--- config.mk ---
export PLATFORM = sky130hd
export DESIGN_NAME = sorted_unique_set_table_core
export DESIGN_NICKNAME = d
export VERILOG_FILES = /design/src/sust_pkg.sv /design/src/sust_cell.sv /design/src/sorted_unique_set_table_core.sv
export SDC_FILE = /design/constraint.sdc
export NUM_CORES = 2
export LEC_CHECK = 0
export ABC_AREA = 1
export BUFFER_PORTS_ARGS = -buffer_cell sky130_fd_sc_hd__buf_2
export CAP_MARGIN = 20
export CORE_ASPECT_RATIO = 1.1
export CORE_UTILIZATION = 60
export CTS_BUF_LIST = sky130_fd_sc_hd__clkbuf_8
export CTS_CLUSTER_SIZE = 10
export DETAILED_ROUTE_END_ITERATION = 10
export PLACE_DENSITY = 0.88
export SLEW_MARGIN = 20
export SYNTH_ARGS = -nofsm -noshare
export SYNTH_HDL_FRONTEND = slang
export SYNTH_SLANG_ARGS = --single-unit
--- constraint.sdc ---
create_clock -name clk -period 5.66 [get_ports clk]
set_input_delay 0.283 -clock clk [delete_from_list [all_inputs] [get_ports clk]]
set_output_delay 0.283 -clock clk [all_outputs]
set_load 0.02 [all_outputs]
--- src/sust_pkg.sv ---
package sust_pkg;

  localparam int CAPACITY = 16;
  localparam int DATA_W   = 32;
  localparam int CNT_W    = $clog2(CAPACITY + 1);
  localparam int POS_W    = 5;
  localparam int LIM_W    = 5;
  localparam int CMP_W    = (CNT_W > LIM_W) ? CNT_W : LIM_W;

  localparam logic [LIM_W-1:0] CAP_RESET = LIM_W'(16);

  localparam logic [1:0] FUNC_INSERT = 2'd0;
  localparam logic [1:0] FUNC_DELETE = 2'd1;
  localparam logic [1:0] FUNC_LOOKUP = 2'd2;

  localparam logic [1:0] ST_DONE        = 2'd0;
  localparam logic [1:0] ST_ALREADY     = 2'd1;
  localparam logic [1:0] ST_FULL        = 2'd2;
  localparam logic [1:0] ST_NOT_PRESENT = 2'd3;

  typedef struct packed {
    logic                     ins;
    logic                     del;
    logic signed [DATA_W-1:0] key;
  } cell_cmd_t;

  typedef struct packed {
    logic lt;
    logic eq;
  } cell_flag_t;

endpackage

--- src/sust_cell.sv ---
module sust_cell (
  input  logic                              clk,
  input  logic                              ent_valid,
  input  sust_pkg::cell_cmd_t               cmd,
  input  logic                              lt_prev,
  input  logic signed [sust_pkg::DATA_W-1:0] prev_value,
  input  logic signed [sust_pkg::DATA_W-1:0] next_value,
  output logic signed [sust_pkg::DATA_W-1:0] value,
  output sust_pkg::cell_flag_t              flag
);
  import sust_pkg::*;

  logic signed [DATA_W-1:0] value_r;
  logic signed [DATA_W-1:0] value_nxt;

  // Entries below the key keep; on insert the key goes to the next one.
  always_comb begin
    flag.lt = ent_valid && (value_r < cmd.key);
    flag.eq = ent_valid && (value_r == cmd.key);
    value_nxt = value_r;
    if (cmd.ins && !flag.lt) begin
      value_nxt = lt_prev ? cmd.key : prev_value;
    end else if (cmd.del && !flag.lt) begin
      value_nxt = next_value;
    end
  end

  always_ff @(posedge clk) begin
    value_r <= value_nxt;
  end

  assign value = value_r;

endmodule

--- src/sorted_unique_set_table_core.sv ---
// Stages: a request beat is held in the request stage and its result beat in
//   the result stage; a stalled result beat holds the request stage.
// Throughput: one request per cycle while results are not stalled; every cell
//   compares and shifts at once, so back-to-back requests see the set as left by the one before.
// Reset (rst_n low, synchronous): the set empties, capacity_limit returns to
//   16, both channels drain. Cell contents are not cleared.
module sorted_unique_set_table_core (
  input  logic                               clk,
  input  logic                               rst_n,
  // request channel
  input  logic                               in_valid,
  output logic                               in_stall,
  input  logic [1:0]                         in_func,
  input  logic signed [sust_pkg::DATA_W-1:0] in_value,
  // result channel
  output logic                               out_valid,
  input  logic                               out_stall,
  output logic [1:0]                         out_status,
  output logic                               out_found,
  output logic [sust_pkg::POS_W-1:0]         out_position,
  output logic [sust_pkg::POS_W-1:0]         out_set_count,
  // configuration
  input  logic                               psel,
  input  logic                               penable,
  input  logic                               pwrite,
  input  logic [2:0]                         paddr,
  input  logic [31:0]                        pwdata,
  output logic [31:0]                        prdata,
  output logic                               pready
);
  import sust_pkg::*;

  // Configuration register
  logic [LIM_W-1:0] cap_r;
  logic             cfg_wr;

  assign pready = 1'b1;
  // Only word 0 exists; byte lanes within the word are ignored.
  assign cfg_wr = psel && penable && pwrite && (paddr[2] == 1'b0);
  assign prdata = (paddr[2] == 1'b0) ? 32'(cap_r) : 32'd0;

  // Request stage
  logic                     req_v_r;
  logic [1:0]               req_func_r;
  logic signed [DATA_W-1:0] req_key_r;
  logic                     exec;
  logic                     in_acc;

  // Execute when the result register is free or being drained this cycle.
  assign exec     = req_v_r && (!out_valid || !out_stall);
  assign in_stall = req_v_r && !exec;
  assign in_acc   = in_valid && !in_stall;

  // Entry count and cell row
  logic [CNT_W-1:0]         count_r;
  logic [CNT_W-1:0]         count_nxt;
  cell_cmd_t                cmd;
  cell_flag_t               flag  [CAPACITY];
  logic signed [DATA_W-1:0] cval  [CAPACITY];
  logic [CAPACITY-1:0]      lt_vec;
  logic [CAPACITY-1:0]      eq_vec;

  for (genvar g = 0; g < CAPACITY; g++) begin : g_cell
    logic                     lt_prev;
    logic signed [DATA_W-1:0] prev_v;
    logic signed [DATA_W-1:0] next_v;

    // The first cell sits at the insertion point whenever it is not below the key.
    if (g == 0) begin : g_first
      assign lt_prev = 1'b1;
      assign prev_v  = req_key_r;
    end else begin : g_mid
      assign lt_prev = flag[g-1].lt;
      assign prev_v  = cval[g-1];
    end
    if (g == CAPACITY - 1) begin : g_last
      assign next_v = cval[g];
    end else begin : g_inner
      assign next_v = cval[g+1];
    end

    sust_cell u_cell (
      .clk        (clk),
      .ent_valid  (CNT_W'(g) < count_r),
      .cmd        (cmd),
      .lt_prev    (lt_prev),
      .prev_value (prev_v),
      .next_value (next_v),
      .value      (cval[g]),
      .flag       (flag[g])
    );

    assign lt_vec[g] = flag[g].lt;
    assign eq_vec[g] = flag[g].eq;
  end

  // Lower bound: entries below the key form a run from index 0, so the
  // position is the first cell that is not below the key.
  logic [CNT_W-1:0] lb_pos;
  logic             present;
  logic             full;

  always_comb begin
    lb_pos = CNT_W'(CAPACITY);
    for (int i = CAPACITY - 1; i >= 0; i--) begin
      if (!lt_vec[i]) begin
        lb_pos = CNT_W'(i);
      end
    end
  end

  assign present = |eq_vec;
  assign full    = (CMP_W'(count_r) >= CMP_W'(cap_r)) ||
                   (CMP_W'(count_r) >= CMP_W'(CAPACITY));

  // Decode the request, drive the cells and build the result.
  logic [1:0]       status_c;
  logic [CNT_W-1:0] pos_c;

  always_comb begin
    cmd.ins   = 1'b0;
    cmd.del   = 1'b0;
    cmd.key   = req_key_r;
    count_nxt = count_r;
    status_c  = ST_DONE;
    pos_c     = present ? lb_pos : count_r;
    unique case (req_func_r)
      FUNC_INSERT: begin
        if (full) begin
          status_c = ST_FULL;
        end else if (present) begin
          status_c = ST_ALREADY;
        end else begin
          cmd.ins   = exec;
          pos_c     = lb_pos;
          count_nxt = count_r + CNT_W'(1);
        end
      end
      FUNC_DELETE: begin
        if (present) begin
          cmd.del   = exec;
          count_nxt = count_r - CNT_W'(1);
        end else begin
          status_c = ST_NOT_PRESENT;
        end
      end
      default: begin
        // lookup, and the unused code acts as one
        if (!present) begin
          status_c = ST_NOT_PRESENT;
        end
      end
    endcase
  end

  // Control and payload registers
  always_ff @(posedge clk) begin
    if (!rst_n) begin
      cap_r     <= CAP_RESET;
      req_v_r   <= 1'b0;
      count_r   <= '0;
      out_valid <= 1'b0;
    end else begin
      if (cfg_wr) begin
        cap_r <= pwdata[LIM_W-1:0];
      end
      // Hold the request until it executes; refill on accept.
      if (in_acc) begin
        req_v_r <= 1'b1;
      end else if (exec) begin
        req_v_r <= 1'b0;
      end
      if (exec) begin
        count_r   <= count_nxt;
        out_valid <= 1'b1;
      end else if (!out_stall) begin
        out_valid <= 1'b0;
      end
    end
  end

  always_ff @(posedge clk) begin
    if (in_acc) begin
      req_func_r <= in_func;
      req_key_r  <= in_value;
    end
    if (exec) begin
      out_status    <= status_c;
      out_found     <= present;
      out_position  <= POS_W'(pos_c);
      out_set_count <= POS_W'(count_nxt);
    end
  end

endmodule

# Yosys cells after proc, flatten, opt, wreduce, memory -nomap -nowiden
# Index checks and enable logic that the tools add are counted.
[classes]
n_addsub = 2
magnitude_cmp = 34
eq_ne = 18
n_mux = 83
bitwise = 1
reduce_logical = 109
[ops]
columns = ["op", "n"]
rows = [
  ["32-bit 2-to-1 mux", 45],
  ["32-bit == test", 16],
  ["32-bit less-than comparator", 16],
  ["5-bit 2-to-1 mux", 24],
  ["1-bit logical AND", 69],
  ["4-bit by 5-bit less-than comparator with 1-bit output, first input constant", 8],
  ["2-bit nonzero test", 16],
  ["1-bit zero test", 20],
  ["3-bit by 5-bit less-than comparator with 1-bit output, first input constant", 4],
  ["16-bit OR reduction", 1],
  ["1-bit by 5-bit less-than comparator with 1-bit output, first input constant", 2],
  ["2-bit by 5-bit less-than comparator with 1-bit output, first input constant", 2],
  ["1-bit 2-to-1 mux", 10],
  ["5-bit case mux with 2 select lines", 1],
  ["2-bit 2-to-1 mux", 3],
  ["5-bit by 1-bit adder with 5-bit output, second input constant", 1],
  ["5-bit greater-or-equal comparator", 1],
  ["5-bit greater-or-equal comparator, second input constant", 1],
  ["5-bit by 1-bit subtractor with 5-bit output, second input constant", 1],
  ["2-bit by 1-bit == test with 1-bit output, second input constant", 1],
  ["2-bit zero test", 1],
  ["1-bit logical OR", 2],
  ["2-bit by 1-bit inequality test with 1-bit output, second input constant", 1],
  ["1-bit NOT", 1],
]
[totals]
reg_bits = 571
in_bits = 76

# Logic depth before layout (Yosys ltp)
[depth]
word_depth = 22
mapped_depth = 31
mapped_depth_nobuf = 31

# Modules after synthesis
# Synthesis repeated with hierarchy kept, for this count alone.
[hier_totals]
cells_unflattened = 6011
area_unflattened_um2 = 45434.8
[by_module_without_submodules]
columns = ["mod", "instances", "cells_per_inst", "area_per_inst_um2", "seq_area_each_um2"]
rows = [
  ["sust_cell (g_cell[0].u_cell ...)", 15, 355, 2647.5, 960.9],
  ["sorted_unique_set_table_core", 1, 329, 3070.4, 1651.6],
  ["sust_cell (g_cell[14].u_cell)", 1, 357, 2651.3, 960.9],
]

# Least setup slack after synthesis
# No wires, ideal clock.
[synth_path]
path_kind = "register to register"
from = "register req_key_r[9] (netlist: g_cell[0].prev_v[9])"
to = "register g_cell[6].u_cell.value_r[0], enable pin"
arrival_ns = 4.350
path_slack_ns = 0.879
stages_incl_launch_ff = 16
path_buffers = 1
period_less_slack_ns = 4.781
path_cell_list = "edfxtp_1 inv_1 ha_1 a21oi_1 nor2_1 a211oi_1 o21ai_0 nand2_1 nand3_1 nand2_1 nand3_1 or2_2 nand3_1 clkinv_1 clkbuf_1 a21oi_1"
[synth_between]
elab_chain_len = 8
elab_cells_between_ends = 44
classes_between = "1 x order compare; 16 x eq/ne; 5 x mux; 22 x reduce/logical"
[synth_rtl]
columns = ["element", "line_no", "text"]
rows = [
  ["start: declaration", "sorted_unique_set_table_core.sv:45", "logic signed [DATA_W-1:0] req_key_r;"],
  ["start signal: assignment", "sorted_unique_set_table_core.sv:185", "req_key_r <= in_value;"],
  ["32-bit == test", "sust_cell.sv:19", "flag.eq = ent_valid && (value_r == cmd.key);"],
  ["1-bit logical AND", "sust_cell.sv:19", ""],
  ["16-bit OR reduction", "sorted_unique_set_table_core.sv:112", "assign present = |eq_vec;"],
  ["1-bit 2-to-1 mux", "sorted_unique_set_table_core.sv:131", "end else if (present) begin"],
  ["1-bit 2-to-1 mux", "sorted_unique_set_table_core.sv:129", "if (full) begin"],
  ["1-bit 2-to-1 mux", "sorted_unique_set_table_core.sv:127", "unique case (req_func_r)"],
  ["1-bit logical AND", "sust_cell.sv:21", "if (cmd.ins && !flag.lt) begin"],
  ["2-bit nonzero test (no source line) *", "n/a", ""],
  ["end signal: assignment", "sust_cell.sv:29", "value_r <= value_nxt;"],
  ["end: declaration", "sust_cell.sv:13", "logic signed [DATA_W-1:0] value_r;"],
]
# Mark *: on every way between the ends. The rest lies on a longest branch, timed or not.
# A chain may end at the register's enable or synchronous reset.

# Worst setup path after layout
[layout_path]
from = "register req_key_r[27] (netlist: g_cell[0].prev_v[27])"
to = "register g_cell[10].u_cell.value_r[24], enable pin"
[layout_between]
elab_chain_len = 8
elab_cells_between_ends = 44
classes_between = "1 x order compare; 16 x eq/ne; 5 x mux; 22 x reduce/logical"
[layout_rtl]
columns = ["element", "line_no"]
rows = [
  ["32-bit == test", "sust_cell.sv:19"],
  ["1-bit logical AND", "sust_cell.sv:19"],
  ["16-bit OR reduction", "sorted_unique_set_table_core.sv:112"],
  ["1-bit 2-to-1 mux", "sorted_unique_set_table_core.sv:131"],
  ["1-bit 2-to-1 mux", "sorted_unique_set_table_core.sv:129"],
  ["1-bit 2-to-1 mux", "sorted_unique_set_table_core.sv:127"],
  ["1-bit logical AND", "sust_cell.sv:21"],
  ["2-bit nonzero test (no source line) *", "n/a"],
  ["end signal: assignment", "sust_cell.sv:29"],
  ["end: declaration", "sust_cell.sv:13"],
]
# Marks and branches as above.

==> results.cfg <==
[die]
placementRows = 99
core_area_sq_mm = 0.0664
floorplan.die.height_um = 274
initial_utilization_pct = 60.6
pin_count = 124
die_width_um = 249
design.die.area_sq_mm = 0.0681

[power_and_ir_drop]
seq_power_share_pct = 48.8
pwr-share-clk_pct = 34.8
internal_power_mw = 6.97
power.share.combinational_pct = 16.4
ir_drop_mv = 0.153
pwr_density_cell_mw_per_mm2 = 228
cellLeakagePower_nw = 18.2
p_sw_mw = 3.02
post-layout-total-power_mw = 9.99
swShare_pct = 30.2

[final_layout]
finish.net_count = 5369
areaGrowthSynthToFinish_pct = 8.67
final_layout_size_suffix_gt1_share_pct = 7.61
final_cell_area_sq_mm = 0.0437
nFillCells = 5007

[timing]
max-slew-margin-rel_pct = 29.1
finalSetupTns_ns = 0
finalHoldViolations = 0
max_frequency_mhz = 183
max_slew.worst_pin.slew_ns = 1.06
grt_setup_unrepaired = false
min_period_over_period_pct = 96.6
worst_clock_skew_ns = 0.0325
finalWorstSetupSlack_ns = 0.193
hold_slack_ns = 0.112
timing.final.crit_period_ns = 5.47
report.final.slew_viol_count = 0
finalSetupViolCount = 0

[yosys]
synth.distinct_cells = 56
synthMuxAreaShare_pct = 0
post_synth_xor_area_fraction_pct = 0.0653
dominantRegCellSynth = edfxtp_1
ys_top_cells_by_area = edfxtp_1 42%, ha_1 16%, nand2_1 12%
synth-adder-area-share_pct = 16.2
post_synth.cell_area_avg_sq_um = 8.59
yosysTopAreaCell = edfxtp_1
postSynthCellCount = 4685
synth_top_area_share_pct = 41.7
synth_simple_gate_area_share_pct = 20.0
number_of_warnings_printed_during_yosys_synthesis = 0
synth.cells.most_frequent = 1290 x nand2_1, 559 x edfxtp_1, 520 x ha_1, 465 x nor2_1, 311 x o21ai_0
register_area_share_after_synthesis_pct = 42.3
synth_area_sq_mm = 0.0403
ys_ff_latch = 571
synth_edf_count = 559
yosysMostFrequentCell = nand2_1
synth-compound-area-share_pct = 16.1
asyncSetResetFlopFracSynth_pct = 0
combinational_family_with_the_most_area_after_synthesis = simple AND/OR/NAND/NOR gates

[placed_design]
routability_congestion = 0.951
buffer_ports.inserted = 66
postPlaceCellArea_sq_mm = 0.0415
detailedPlacementHpwl_um = 83800
pre_cts_slack_ns = 0.455

[cts]
clk_pin_slew_ns = 0.06
cts_tree = built
clock_sinks = 571
cts_resized = 0
cts_made_buffers = 95
h_tree_depth = 3
post_cts_buffers = 0
cts-root-buf = clkbuf_8
clockBufferDepth = 3
clock_insertion_delay_worst_skew_ns = 0.74

[setup_path]
crit_start = g_cell[0].prev_v[27]
timing.critical_path.to = g_cell[10].u_cell.value[24]
timing.rr.end = g_cell[10].u_cell.value[24]
worst_r2r_path_depth = 16
critical_path_required_ns = 6.00
timing.setup.critical_path_class = flop to flop
ff2ff_setup_slack_ns = 0.19
critical_path_peak_fanout = 32
r2r_start = g_cell[0].prev_v[27]
critical_path_arrival_ns = 5.80
crit_end_category = flop
crit_path_start_kind = flop

[grt]
global_route.overflow_total = 0
total_routing_usage_reported_by_global_routing_pct = 31.5
grt_pass1_vias = 33500
largest_net_degree_at_the_start_of_global_routing = 67
antenna_violations_before_repair = 2
wire_length_of_the_first_global_routing_pass_um = 171000

[drt]
routedWlPerCell_um = 19.0
vias_per_cell = 6.14
final_antenna_net_count = 0
drcViolationCount = 0
detailroute.via_count = 35000
drtIter0Drc = 3664
drtPass1Iterations = 6
wirelength_um = 109000

[run]
cap_viol_max_count = 0

[min_path]
hp-class = input pin to flop

[run_status]
outcome = completed
==> how the worst min path moves through the flow <==
stage	start	endpoint	cells after the start
after global routing	psel	cap_r[2]	4
final	psel	cap_r[3]	4
after CTS	psel	cap_r[2]	4
after floorplan	rst_n	cap_r[4]	1
after detailed placement	in_value[30]	g_cell[0].prev_v[30]	1
after global placement	in_value[30]	g_cell[0].prev_v[30]	1
==> stage by stage <==
stage | std cells | util [%]
after floorplan | 4711 | -
after global placement | 5484 | 62.5
after detailed placement | 5484 | 62.5
after CTS | 5708 | 65.8
after global routing | 5710 | 65.9
final | 5711 | 65.9
==> worst max-delay path: stages, from the launching register on <==
cell and delay (ns):
edfxtp_1 0.70, inv_1 0.29, buf_4 0.28, ha_1 0.32, nand2_1 0.07, nor2_1 0.18, nand2_1 0.14, nor4_1 0.78
nand4_1 0.21, o21ai_0 0.15, nor2_1 0.11, nand4_1 0.15, nor2_1 0.17, inv_1 0.18, nand3_2 0.10, buf_4 0.31
a21oi_4 0.88
==> power by group through the flow <==
stage          logic, mW  clock network [mW]  registers, mW
2_1_floorplan       1.17                   0           4.89
3_3_place_gp        1.49                   0           4.95
3_5_place_dp        1.57                   0           4.96
4_1_cts             1.60                3.48           4.87
5_1_grt             1.82                3.66           4.89
6_report            1.64                3.48           4.88
==> routing by layer <==
| layer | GRT usage, % | part of all wire (%) | wire, um |
|---|---|---|---|
| met1 | 37.9 | 38 | 41700 |
| met2 | 54.4 | 48 | 51900 |
| met3 | 4.83 | 8.4 | 9110 |
| met4 | 17.2 | 5.4 | 5900 |
| met5 | 0 | 0.012 | 13 |
==> flip-flops by register name, summed over array words and instances, names as in the netlist <==
signal	count
cap_r	5
count_r	5
g_cell.prev_v	32
g_cell.u_cell.value	512
out_found	1
out_position	5
out_set_count	5
out_status	2
out_valid	1
req_func_r	2
req_v_r	1
==> repair_timing <==
action	in CTS	in global routing
endpoints found under the hold margin	44	0
hold buffers	49	0
endpoints found under the setup margin	0	0
==> cell type report <==
| class | count | area, sq um | area share (%) |
|---|---|---|---|
| antenna | 2 | 5.00 | 0.0114 |
| clock buffer | 102 | 1400 | 3.21 |
| clock inverter | 73 | 325 | 0.744 |
| inverter | 212 | 801 | 1.83 |
| multi-input combinational | 3672 | 21400 | 48.8 |
| sequential | 571 | 17000 | 38.9 |
| tap | 858 | 1070 | 2.45 |
| timing repair buffer | 221 | 1750 | 4.00 |
==> layout by cell type (no fill, tap or decap), types with 66 or more instances in the layout <==
cell type / instances
inv_1: 230
buf_4: 96
o21ai_0: 311
o21ai_1: 145
nor2_1: 463
a21oi_1: 262
buf_2: 66
nand2_1: 1290
a31oi_1: 285
edfxtp_1: 559
ha_1: 520
nand4_1: 68
clkbuf_8: 102
nand3_1: 67
==> cell families after synthesis <==
kind of cell | Yosys count
AND/OR/NAND/NOR | 1973
flip-flops | 571
AO/OA/AOI/OAI | 1148
other | 2
buffers and inverters | 468
XOR/XNOR | 3
adder cells (fa/ha/maj) | 520
Note: power is estimated with default switching activity, not from simulation.
